$ cat src/bde_pkg.sv
package bde_pkg;

  localparam int unsigned NUM_BUTTONS = 3;
  localparam int unsigned TIME_W      = 32;
  localparam int unsigned CFG_W       = 16;
  localparam int unsigned CFG_IDX_W   = 2;
  localparam int unsigned SLOT_W      = 3;

  // two event slots per lane, then the chord slot
  localparam logic [SLOT_W-1:0] CHORD_SLOT = 3'd6;

  localparam logic FUNC_POLL = 1'b0;
  localparam logic FUNC_POP  = 1'b1;

  localparam logic [CFG_IDX_W-1:0] REG_DEBOUNCE = 2'd0;
  localparam logic [CFG_IDX_W-1:0] REG_LONG     = 2'd1;
  localparam logic [CFG_IDX_W-1:0] REG_CHORD    = 2'd2;

  localparam logic [CFG_W-1:0] DEBOUNCE_RESET = 16'd30;
  localparam logic [CFG_W-1:0] LONG_RESET     = 16'd800;
  localparam logic [CFG_W-1:0] CHORD_RESET    = 16'd3000;

  localparam logic [1:0] BTN_UP     = 2'd0;
  localparam logic [1:0] BTN_DOWN   = 2'd1;
  localparam logic [1:0] BTN_ACTION = 2'd2;

  typedef enum logic [2:0] {
    EV_PRESS   = 3'd0,
    EV_RELEASE = 3'd1,
    EV_SHORT   = 3'd2,
    EV_LONG    = 3'd3,
    EV_CHORD   = 3'd4
  } ev_kind_t;

  typedef enum logic [1:0] {
    ST_IDLE,
    ST_EMIT,
    ST_POP
  } state_t;

  // events found by one lane during a poll, in queue order
  typedef struct packed {
    logic [1:0]        vld;
    ev_kind_t          k0;
    ev_kind_t          k1;
    logic [TIME_W-1:0] dur;
  } lane_ev_t;

  // one queue entry
  typedef struct packed {
    logic [1:0]        button;
    ev_kind_t          kind;
    logic [TIME_W-1:0] dur;
  } queue_ev_t;

endpackage

$ cat src/bde_ram.sv
module bde_ram #(
  parameter int unsigned WIDTH = 37,
  parameter int unsigned DEPTH = 16
) (
  input  logic                     clk,
  input  logic                     we,
  input  logic [$clog2(DEPTH)-1:0] waddr,
  input  logic [WIDTH-1:0]         wdata,
  input  logic                     re,
  input  logic [$clog2(DEPTH)-1:0] raddr,
  output logic [WIDTH-1:0]         rdata
);

  logic [WIDTH-1:0] mem [DEPTH];

  always_ff @(posedge clk) begin
    if (we) begin
      mem[waddr] <= wdata;
    end
    if (re) begin
      rdata <= mem[raddr];
    end
  end

endmodule

$ cat src/bde_lane.sv
module bde_lane (
  input  logic                      clk,
  input  logic                      rst,
  input  logic                      load,
  input  logic                      lvl,
  input  logic [bde_pkg::TIME_W-1:0] now,
  input  logic [bde_pkg::CFG_W-1:0]  deb_time,
  input  logic [bde_pkg::CFG_W-1:0]  long_time,
  output logic                      stable,
  output logic [bde_pkg::TIME_W-1:0] press_start,
  output bde_pkg::lane_ev_t         ev
);
  import bde_pkg::*;

  logic              last_raw;
  logic [TIME_W-1:0] change_time;
  logic              long_rep;

  logic              stable_next;
  logic              last_raw_next;
  logic [TIME_W-1:0] change_time_next;
  logic [TIME_W-1:0] press_start_next;
  logic              long_rep_next;
  lane_ev_t          ev_next;

  logic [TIME_W-1:0] since_change;
  logic [TIME_W-1:0] held;

  assign since_change = now - change_time;
  assign held         = now - press_start;

  always_comb begin
    stable_next      = stable;
    last_raw_next    = last_raw;
    change_time_next = change_time;
    press_start_next = press_start;
    long_rep_next    = long_rep;
    ev_next          = '{vld: 2'b00, k0: EV_PRESS, k1: EV_PRESS, dur: '0};
    if (lvl != last_raw) begin
      // raw edge restarts the debounce timer
      last_raw_next    = lvl;
      change_time_next = now;
    end else if (since_change >= TIME_W'(deb_time)) begin
      if (lvl != stable) begin
        stable_next = lvl;
        if (lvl) begin
          press_start_next = now;
          long_rep_next    = 1'b0;
          ev_next.vld[0]   = 1'b1;
          ev_next.k0       = EV_PRESS;
          // zero long time fires in the same poll, held time is zero
          if (long_time == '0) begin
            long_rep_next  = 1'b1;
            ev_next.vld[1] = 1'b1;
            ev_next.k1     = EV_LONG;
          end
        end else begin
          ev_next.vld[0] = 1'b1;
          ev_next.k0     = EV_RELEASE;
          ev_next.dur    = held;
          if (!long_rep) begin
            ev_next.vld[1] = 1'b1;
            ev_next.k1     = EV_SHORT;
          end
        end
      end else if (stable && !long_rep && held >= TIME_W'(long_time)) begin
        long_rep_next  = 1'b1;
        ev_next.vld[0] = 1'b1;
        ev_next.k0     = EV_LONG;
        ev_next.dur    = held;
      end
    end
  end

  always_ff @(posedge clk) begin
    if (rst) begin
      stable      <= 1'b0;
      last_raw    <= 1'b0;
      change_time <= '0;
      press_start <= '0;
      long_rep    <= 1'b0;
      ev          <= '{vld: 2'b00, k0: EV_PRESS, k1: EV_PRESS, dur: '0};
    end else if (load) begin
      stable      <= stable_next;
      last_raw    <= last_raw_next;
      change_time <= change_time_next;
      press_start <= press_start_next;
      long_rep    <= long_rep_next;
      ev          <= ev_next;
    end
  end

endmodule

$ cat src/bde_merge.sv
module bde_merge (
  input  logic                        clk,
  input  logic                        rst,
  input  logic                        step,
  input  logic [bde_pkg::SLOT_W-1:0]  slot,
  input  bde_pkg::lane_ev_t           lane_ev [bde_pkg::NUM_BUTTONS],
  input  logic [bde_pkg::TIME_W-1:0]  now,
  input  logic                        up_stable,
  input  logic                        dn_stable,
  input  logic [bde_pkg::TIME_W-1:0]  up_start,
  input  logic [bde_pkg::TIME_W-1:0]  dn_start,
  input  logic [bde_pkg::CFG_W-1:0]   chord_time,
  output logic                        push_vld,
  output bde_pkg::queue_ev_t          push_data
);
  import bde_pkg::*;

  logic              chord_rep;
  logic              both;
  logic              chord_hit;
  logic [TIME_W-1:0] du;
  logic [TIME_W-1:0] dd;
  lane_ev_t          sel;
  logic              sel_lane;

  assign both      = up_stable && dn_stable;
  assign du        = now - up_start;
  assign dd        = now - dn_start;
  assign chord_hit = both && !chord_rep &&
                     du >= TIME_W'(chord_time) && dd >= TIME_W'(chord_time);

  always_comb begin
    sel      = lane_ev[0];
    sel_lane = 1'b1;
    case (slot[SLOT_W-1:1])
      2'd0: sel = lane_ev[0];
      2'd1: sel = lane_ev[1];
      2'd2: sel = lane_ev[2];
      default: sel_lane = 1'b0;
    endcase
  end

  always_comb begin
    push_vld  = 1'b0;
    push_data = '{button: BTN_UP, kind: EV_PRESS, dur: '0};
    if (sel_lane) begin
      push_vld         = sel.vld[slot[0]];
      push_data.button = slot[SLOT_W-1:1];
      push_data.kind   = slot[0] ? sel.k1 : sel.k0;
      push_data.dur    = sel.dur;
    end else if (slot == CHORD_SLOT) begin
      push_vld         = chord_hit;
      push_data.button = BTN_UP;
      push_data.kind   = EV_CHORD;
      push_data.dur    = (du < dd) ? du : dd;
    end
  end

  // chord flag re-arms once either button is stably released
  always_ff @(posedge clk) begin
    if (rst) begin
      chord_rep <= 1'b0;
    end else if (step && slot == CHORD_SLOT) begin
      chord_rep <= both && (chord_rep || chord_hit);
    end
  end

endmodule

$ cat src/button_debounce_event_queue.sv
// Debounces three buttons (up, down, action) and queues press, release,
// short, long and up+down chord events; func selects a poll (time plus raw
// levels, no result) or a pop (one result: the oldest event, or valid_res 0
// when the queue is empty). The queue keeps at most QUEUE_DEPTH-1 events and
// drops new ones when full. One lane per button evaluates its timers in the
// accept cycle; a poll then keeps the block busy in ST_EMIT, since its up to
// seven events (two per lane plus the chord) go through the single write port
// of the event RAM one slot per cycle. A pop of a non-empty queue goes through
// the registered RAM read and ST_POP before the result is loaded; an empty pop
// loads the result directly. The result sits in an output register; polls are
// still taken while it waits, pops wait until it has been taken. Configuration
// writes are always ready and apply at once.
module button_debounce_event_queue #(
  parameter int unsigned QUEUE_DEPTH = 16
) (
  input  logic                          clk,
  input  logic                          rst,
  input  logic                          in_valid,
  output logic                          in_ready,
  input  logic                          func,
  input  logic [31:0]                   now_ms,
  input  logic [2:0]                    raw_level,
  output logic                          out_valid,
  input  logic                          out_ready,
  output logic                          valid_res,
  output logic [1:0]                    button,
  output logic [2:0]                    event_kind,
  output logic [31:0]                   hold_ms,
  input  logic                          cfg_valid,
  output logic                          cfg_ready,
  input  logic [bde_pkg::CFG_IDX_W-1:0] cfg_index,
  input  logic [15:0]                   cfg_data
);
  import bde_pkg::*;

  localparam int unsigned PTR_W = $clog2(QUEUE_DEPTH);
  localparam int unsigned EV_W  = $bits(queue_ev_t);

  state_t state;
  state_t state_next;

  logic [CFG_W-1:0] deb_time;
  logic [CFG_W-1:0] long_time;
  logic [CFG_W-1:0] chord_time;

  logic [PTR_W-1:0]  wr_ptr;
  logic [PTR_W-1:0]  rd_ptr;
  logic [PTR_W-1:0]  wr_ptr_inc;
  logic [PTR_W-1:0]  rd_ptr_inc;
  logic              empty;
  logic              full;

  logic [SLOT_W-1:0] slot;
  logic [TIME_W-1:0] now_reg;

  logic              accept;
  logic              poll_acc;
  logic              pop_acc;
  logic              emit_step;
  logic              ram_re;
  logic              ram_we;
  logic [EV_W-1:0]   ram_rdata;
  queue_ev_t         rd_ev;

  logic              push_vld;
  queue_ev_t         push_data;

  lane_ev_t          lane_ev     [NUM_BUTTONS];
  logic              lane_stable [NUM_BUTTONS];
  logic [TIME_W-1:0] lane_start  [NUM_BUTTONS];

  assign cfg_ready = 1'b1;

  assign accept   = in_valid && in_ready;
  assign poll_acc = accept && func == FUNC_POLL;
  assign pop_acc  = accept && func == FUNC_POP;

  assign wr_ptr_inc = (wr_ptr == PTR_W'(QUEUE_DEPTH - 1)) ? '0 : wr_ptr + 1'b1;
  assign rd_ptr_inc = (rd_ptr == PTR_W'(QUEUE_DEPTH - 1)) ? '0 : rd_ptr + 1'b1;
  assign empty      = wr_ptr == rd_ptr;
  assign full       = wr_ptr_inc == rd_ptr;
  assign ram_we     = emit_step && push_vld && !full;
  assign rd_ev      = queue_ev_t'(ram_rdata);

  always_comb begin
    state_next = state;
    case (state)
      ST_IDLE: begin
        if (poll_acc) begin
          state_next = ST_EMIT;
        end else if (pop_acc && !empty) begin
          state_next = ST_POP;
        end
      end
      ST_EMIT: begin
        if (slot == CHORD_SLOT) begin
          state_next = ST_IDLE;
        end
      end
      ST_POP:  state_next = ST_IDLE;
      default: state_next = ST_IDLE;
    endcase
  end

  always_comb begin
    in_ready  = 1'b0;
    emit_step = 1'b0;
    ram_re    = 1'b0;
    case (state)
      ST_IDLE: begin
        in_ready = !out_valid || func == FUNC_POLL;
        ram_re   = pop_acc && !empty;
      end
      ST_EMIT: emit_step = 1'b1;
      ST_POP:  ;
      default: ;
    endcase
  end

  always_ff @(posedge clk) begin
    if (rst) begin
      state <= ST_IDLE;
    end else begin
      state <= state_next;
    end
  end

  always_ff @(posedge clk) begin
    if (rst) begin
      deb_time   <= DEBOUNCE_RESET;
      long_time  <= LONG_RESET;
      chord_time <= CHORD_RESET;
    end else if (cfg_valid && cfg_ready) begin
      case (cfg_index)
        REG_DEBOUNCE: deb_time   <= cfg_data;
        REG_LONG:     long_time  <= cfg_data;
        REG_CHORD:    chord_time <= cfg_data;
        default:      ;
      endcase
    end
  end

  always_ff @(posedge clk) begin
    if (rst) begin
      slot <= '0;
    end else if (poll_acc) begin
      slot <= '0;
    end else if (emit_step) begin
      slot <= slot + 1'b1;
    end
  end

  always_ff @(posedge clk) begin
    if (poll_acc) begin
      now_reg <= now_ms;
    end
  end

  always_ff @(posedge clk) begin
    if (rst) begin
      wr_ptr <= '0;
      rd_ptr <= '0;
    end else begin
      if (ram_we) begin
        wr_ptr <= wr_ptr_inc;
      end
      if (ram_re) begin
        rd_ptr <= rd_ptr_inc;
      end
    end
  end

  // result register, only loaded while it holds no result
  always_ff @(posedge clk) begin
    if (rst) begin
      out_valid <= 1'b0;
    end else if (pop_acc && empty) begin
      out_valid <= 1'b1;
    end else if (state == ST_POP) begin
      out_valid <= 1'b1;
    end else if (out_ready) begin
      out_valid <= 1'b0;
    end
  end

  always_ff @(posedge clk) begin
    if (pop_acc && empty) begin
      valid_res  <= 1'b0;
      button     <= BTN_UP;
      event_kind <= EV_PRESS;
      hold_ms    <= '0;
    end else if (state == ST_POP) begin
      valid_res  <= 1'b1;
      button     <= rd_ev.button;
      event_kind <= rd_ev.kind;
      hold_ms    <= rd_ev.dur;
    end
  end

  for (genvar i = 0; i < NUM_BUTTONS; i++) begin : g_lane
    bde_lane u_lane (
      .clk         (clk),
      .rst         (rst),
      .load        (poll_acc),
      .lvl         (raw_level[i]),
      .now         (now_ms),
      .deb_time    (deb_time),
      .long_time   (long_time),
      .stable      (lane_stable[i]),
      .press_start (lane_start[i]),
      .ev          (lane_ev[i])
    );
  end

  bde_merge u_merge (
    .clk        (clk),
    .rst        (rst),
    .step       (emit_step),
    .slot       (slot),
    .lane_ev    (lane_ev),
    .now        (now_reg),
    .up_stable  (lane_stable[BTN_UP]),
    .dn_stable  (lane_stable[BTN_DOWN]),
    .up_start   (lane_start[BTN_UP]),
    .dn_start   (lane_start[BTN_DOWN]),
    .chord_time (chord_time),
    .push_vld   (push_vld),
    .push_data  (push_data)
  );

  bde_ram #(
    .WIDTH (EV_W),
    .DEPTH (QUEUE_DEPTH)
  ) u_ram (
    .clk   (clk),
    .we    (ram_we),
    .waddr (wr_ptr),
    .wdata (push_data),
    .re    (ram_re),
    .raddr (rd_ptr),
    .rdata (ram_rdata)
  );

endmodule

$ cat config.mk
export PLATFORM = sky130hd
export DESIGN_NAME = button_debounce_event_queue
export DESIGN_NICKNAME = d
export VERILOG_FILES = /design/src/bde_pkg.sv /design/src/bde_ram.sv /design/src/bde_lane.sv /design/src/bde_merge.sv /design/src/button_debounce_event_queue.sv
export SDC_FILE = /design/constraint.sdc
export NUM_CORES = 2
export LEC_CHECK = 0
export BUFFER_PORTS_ARGS = -buffer_cell sky130_fd_sc_hd__buf_2
export CORE_MARGIN = 2
export CORE_UTILIZATION = 52
export DETAILED_ROUTE_END_ITERATION = 8
export GPL_TIMING_DRIVEN = 0
export MAX_ROUTING_LAYER = met4
export PLACE_DENSITY = 0.67
export SYNTH_ARGS = -nofsm -noshare
export SYNTH_HDL_FRONTEND = slang
export SYNTH_SLANG_ARGS = --single-unit
$ cat constraint.sdc
create_clock -name clk -period 10.65 [get_ports clk]
set_input_delay 1.065 -clock clk [delete_from_list [all_inputs] [get_ports clk]]
set_output_delay 1.065 -clock clk [all_outputs]
set_load 0.05 [all_outputs]
After elaboration in Yosys (flattened, before gate mapping)
Memories as Yosys holds them, arrays and structs flattened. A register that Yosys moved wholly into a read port is not among the register bits.
Index checks and enable logic that the tools add are counted.
Word-level totals
  RAM bits: 592
  bits in registers: 454
  bits of input ports: 59
  memories: 1
Operators by class
  $lt $le $gt $ge: 10
  muxes and demuxes: 71
  equality and inequality tests: 22
  bitwise gates (word level): 4
  reduce and logical (&&, ||, !) cells: 54
  add/sub/neg operators: 11
Memory list
  u_ram.mem: words 16, width 37, rd ports 1, clocked after Yosys merged registers in 1, wr ports 1, line bde_ram.sv:14  | logic [WIDTH-1:0] mem [DEPTH];
Operators with widths (count)
  $mux 32: 10
  $ge 32x16->1: 8
  $sub 32x32->32: 8
  $mux 40: 6
  $pmux 40 s2: 1
  $mux 37: 1
  $mux 35: 1
  $lt 32x32->1: 1
  $mux 4: 8
  $reduce_and 5->1: 6
  $mux 1: 29
  $mux 8: 3
  $logic_and 1x1->1: 19
  $logic_not 16->1: 1
  $mux 2: 7
  $reduce_and 2->1: 7
  $mux 3: 4
  $reduce_and 4->1: 3
  $add 4x1->4 const B: 2
  $eq 4x4->1: 2
  $eq 4x4->1 const B: 2
  $ne 2x2->1 const B: 4
  $logic_not 1->1: 7
  $eq 2x1->1 const B: 3
  14 further kinds: 29

Depth between registers and ports, before layout
  depth after elaboration: 10
  gate-level depth with buffers: 26
  depth with buffers taken out: 24

By module
A second synthesis with hierarchy kept.
Second synthesis, totals
  cell total of the unflattened synthesis: 6050
  area, all modules: 61620.3 um^2
Modules (own cells, without submodules)
  bde_ram: area an instance 23312.4 um^2, times used 1, cells each 963
  bde_lane at g_lane[1].u_lane ...: area an instance 8633.3 um^2, times used 2, cells each 1145
  bde_lane at g_lane[0].u_lane: area an instance 8942.3 um^2, times used 1, cells each 1229
  bde_merge: area an instance 7290.7 um^2, times used 1, cells each 1068
  button_debounce_event_queue: area an instance 4808.4 um^2, times used 1, cells each 500

Least setup slack after synthesis
Ideal clock, no wire load.
  kind: register to register
  start: register now_reg[0]
  end: memory u_ram.mem[3][0] (enable)
  library setup time: 0.485 ns
  required time: 10.165 ns
  buffers on the path: 0
  clock period less this slack: 6.761 ns
  cell stages (with the launch flop): 24
  slack: 3.889 ns
  arrival: 6.275 ns
  cell sequence: edfxtp_1 -> inv_1 -> ha_1 -> inv_1 -> fa_1 -> a21o_1 -> nand4_1 -> nand2_1 -> a21o_1 -> a21o_1 -> a21o_1 -> a21oi_1 -> xnor2_1 -> ha_1 -> nand2_1 -> o21ai_0 -> a21o_1 -> a2111oi_0 -> nand4_1 -> or4_1 -> o32a_1 -> o2bb2ai_2 -> and2_1 -> nor3b_1
On the way
  word-level cells in the longest chain between the ends: 10
  elaborated cells between the ends (all ways): 12
  those cells by class: add/sub (2); order compare (2); mux (4); reduce/logical (4)
Ends and longest elaborated chain
  start: declaration: line button_debounce_event_queue.sv:54  | logic [TIME_W-1:0] now_reg;
  start signal: assignment: line button_debounce_event_queue.sv:155  | now_reg <= now_ms;
  $sub 32x32->32: line bde_merge.sv:27  | assign du = now - up_start;
  $ge 32x16->1: line bde_merge.sv:30  | du >= TIME_W'(chord_time) && dd >= TIME_W'(chord_time);
  $logic_and 1x1->1: line bde_merge.sv:29  | assign chord_hit = both && !chord_rep &&
  $logic_and 1x1->1 *: line bde_merge.sv:30
  $mux 1 *: line bde_merge.sv:51  | end else if (slot == CHORD_SLOT) begin
  $mux 1 *: line bde_merge.sv:46  | if (sel_lane) begin
  $logic_and 1x1->1 * (2 in series): line button_debounce_event_queue.sv:82  | assign ram_we = emit_step && push_vld && !full;
  $mux 1 *: line bde_ram.sv:17  | if (we) begin
  $mux 1 (implied by the code) *: line bde_ram.sv:18  | mem[waddr] <= wdata;
  end: declaration: line bde_ram.sv:14
Every way passes the cells marked *; elsewhere a longest branch is shown, timed or not.

==> flow_summary_export.csv <==
group,metric,value,unit
floorplan,die_h,343,µm
pwr,clkPwrFrac,41.2,%
worst_setup_path,worstPathRequired,11.01,ns
timing,tightest_slew,1.56,ns
clock_network,clockBufferDepth,3,
pwr,ir_drop,0.159,mV
detailed_routing,drt-vias-per-instance,6.24,
finish,multiInputGateArea,29200,µm²
clock_network,postCtsSetupRepairBufs,0,
detailed_routing,firstDrtPassIters,6,
clock_network,htree_num_levels,3,
job,maxCapViolations,2,
finish,regArea,28100,µm²
grt,overflow,0,
timing,post-route-period-util,79.0,%
timing,setup_violations,0,
synthesis,netlist_instances,5631,
clock_network,clkSlewWorstSetupHoldPaths,0.06,ns
finish,layout.nets,6372,
synthesis,yosys_warnings,0,
synthesis,ys_ff_latch,1074,
worst_setup_path,cp-start-kind,"register",
placement,dp_slack,2.45,ns
detailed_routing,drtAntennaViolNets,0,
timing,setup_ws,2.24,ns
grt,grt_antenna_before_repair,3,
synthesis,async_reset_ff_share,0,%
finish,final.fill_count,9431,
timing,rsz0062_at_grt,"no",
worst_setup_path,arrival,8.77,ns
placement,dp_hpwl,148000,µm
finish,mostFrequentLayoutCell,"edfxtp_1",
timing,holdWs,0.443,ns
detailed_routing,drt-total-wl,195000,µm
clock_network,insertion_delay,0.75,ns
worst_setup_path,cpPeakStageDelay,1.26,ns
synthesis,ys_seq_area_share,47.1,%
finish,reg.largest.list,"u_ram.mem (592), g_lane.u_lane.ev (111)",
clock_network,ctsHoldBuffers,0,
pwr,p_sw,0.00276,W
synthesis,synth.avg_cell_area,10.6,µm²
synthesis,ys_types,104,
finish,area_growth,12.0,%
floorplan,coreArea,114000,µm²
floorplan,fp-row-count,124,
detailed_routing,vias,46800,
status,status,"finished, violations left",
finish,largest_register_ffs,592,
worst_setup_path,path_max_fanout,16,
pwr,totalPowerFinal,0.0101,W
grt,grt_util_all_layers,33.8,%
detailed_routing,drt-initial-drc-count,4330,
finish,most-common-layout-cells,"edfxtp_1 (661), nand2_1 (635), a21oi_1 (591), ha_1 (421), dfxtp_1 (413)",
timing,clock_skew,0.0316,ns
pwr,seq_power_share,43.9,%
synthesis,synth_flop_cell,"edfxtp_1",
grt,grt_max_degree,32,
timing,max_freq,0.119,GHz
pwr,sw_frac_of_total,27.2,%
pwr,power_density,152,nW/µm²
timing,hold_viol,0,
detailed_routing,wl_per_cell,26.0,µm
clock_network,cts_tree,"built",
synthesis,netlist_area,59600,µm²
status,violations,"capacitance limit, slew limit",
finish,drive_gt1_share,9.98,%
synthesis,syn-num-nets,6119,
pwr,p_leak,23.8,nW
worst_setup_path,critPathTopFamily,"compound AO/OA/AOI/OAI gates",
finish,final_area,66800,µm²
floorplan,io_pins,100,
worst_setup_path,crit_path_cell_trace,"inv_1 > ha_1 > clkbuf_1 > a21oi_1 > o21ai_1 > o211a_1 > a2111oi_0 > inv_1 > ha_1 > nand4_1 > nor2_1 > o21ai_0 > a21boi_0 > a211oi_1 > clkbuf_1 > mux2_2 > o22ai_1",
placement,placed_area,62800,µm²
worst_setup_path,path_class,"register to register",
grt,first_global_vias,44500,
worst_setup_path,critPathBufInv,4,
clock_network,cts_root_buffer,"clkbuf_16",
placement,portBuffers,95,
worst_setup_path,critPathSlowestCell,"a211oi_1",
clock_network,cts_resized,0,
timing,slew_violations,6,
floorplan,die_area,117000,µm²
synthesis,synth_edf_count,661,
clock_network,numCtsBuffers,113,
pwr,combinationalPowerShare,14.9,%
detailed_routing,drc,0,
floorplan,die_w,343,µm
clock_network,clock-sinks,1074,
worst_setup_path,crit_path_end_kind,"register",
grt,grt_first_pass_wirelength,287000,µm
pwr,intPower,0.00738,W
timing,min_period,8.41,ns
placement,gp_congestion,1.00,
finish,top_register,"u_ram.mem",
floorplan,start_util,52.3,%
timing,slew-limit-headroom,-4.50,%
min_path,hold_path.class,"register to register",
-- routing by layer --
metal,track usage [%],up-vias,share of wire (%)
li1,-,21500,-
met4,16.2,0,5.5
met5,-,-,0
met2,55.6,1909,48
met1,41.5,22900,40
met3,3.96,434,6.5
-- path summary, 6_finish.rpt --
kind / slack [ns] / from / end / depth (start not counted)
max reg2reg: 2.24 / g_lane[1].u_lane.press_start[12] / u_ram.mem[7][28] / 17
min: 0.44 / g_lane[2].u_lane.ev[35] / g_lane[2].u_lane.ev[35] / 2
min reg2reg: 0.44 / g_lane[2].u_lane.ev[35] / g_lane[2].u_lane.ev[35] / 2
max: 2.24 / g_lane[1].u_lane.press_start[12] / u_ram.mem[7][28] / 17
-- synth_stat cells (70+ instances only) --
| master | n | area [µm²] |
|---|---|---|
| inv_1 | 339 | 1270 |
| nand4_1 | 87 | 544 |
| ha_1 | 421 | 5270 |
| mux4_2 | 185 | 4170 |
| dfxtp_1 | 413 | 8270 |
| a21oi_1 | 591 | 2960 |
| xor2_1 | 85 | 744 |
| o21ai_0 | 198 | 991 |
| edfxtp_1 | 661 | 19800 |
| a21o_1 | 111 | 833 |
| nand2_1 | 635 | 2380 |
| mux2i_1 | 124 | 1240 |
| xnor2_1 | 106 | 928 |
| nand3_1 | 79 | 395 |
| clkbuf_1 | 236 | 886 |
| nor3_1 | 70 | 350 |
| nor2_1 | 339 | 1270 |
| a22o_1 | 79 | 692 |
-- logic make-up after synthesis --
| group | after synthesis | share of synthesized area (%) |
|---|---|---|
| AOI/OAI and AO/OA | 1513 | 16.3 |
| xor gates and xnor gates | 191 | 2.80 |
| adders and majority gates | 429 | 9.10 |
| buffers and inverters | 627 | 4.13 |
| DFF | 1074 | 47.1 |
| muxes | 316 | 9.20 |
| other | 1 | 0.00629 |
| and+or+nand+nor | 1480 | 11.4 |
-- layout make-up --
type                       count  area share [%]
sequential                  1074            42.1
buffer                       287            1.78
clock inverter                60            1.14
tap                         1512            2.83
timing repair buffer         138            1.70
antenna                        4          0.0150
multi-input combinational   3930            43.7
clock buffer                 153            4.80
inverter                     340            1.91
-- through the flow --
stage                     util [%]  cells  setup TNS, ns
after CTS                     58.5   7490              0
final                         58.6   7498              0
after global placement        54.4   7238         -39.43
after global routing          58.6   7497              0
after floorplan                  -   5631              0
after detailed placement      55.0   7277              0
-- worst min-delay path, cell delays in order, from the launching register on --
cell     delay [ns]
dfxtp_1        0.31
nand2_1        0.05
nand2_1        0.04
-- power groups by stage --
| stage | combinational (W) | sequential (W) | clock, W |
|---|---|---|---|
| 2_1_floorplan | 0.000995 | 0.00454 | 0 |
| 3_3_place_gp | 0.00146 | 0.00454 | 0 |
| 3_5_place_dp | 0.00148 | 0.00454 | 0 |
| 4_1_cts | 0.00148 | 0.00445 | 0.00420 |
| 5_1_grt | 0.00164 | 0.00445 | 0.00436 |
| 6_report | 0.00151 | 0.00445 | 0.00418 |
Note: power is estimated with default switching activity, not from simulation.
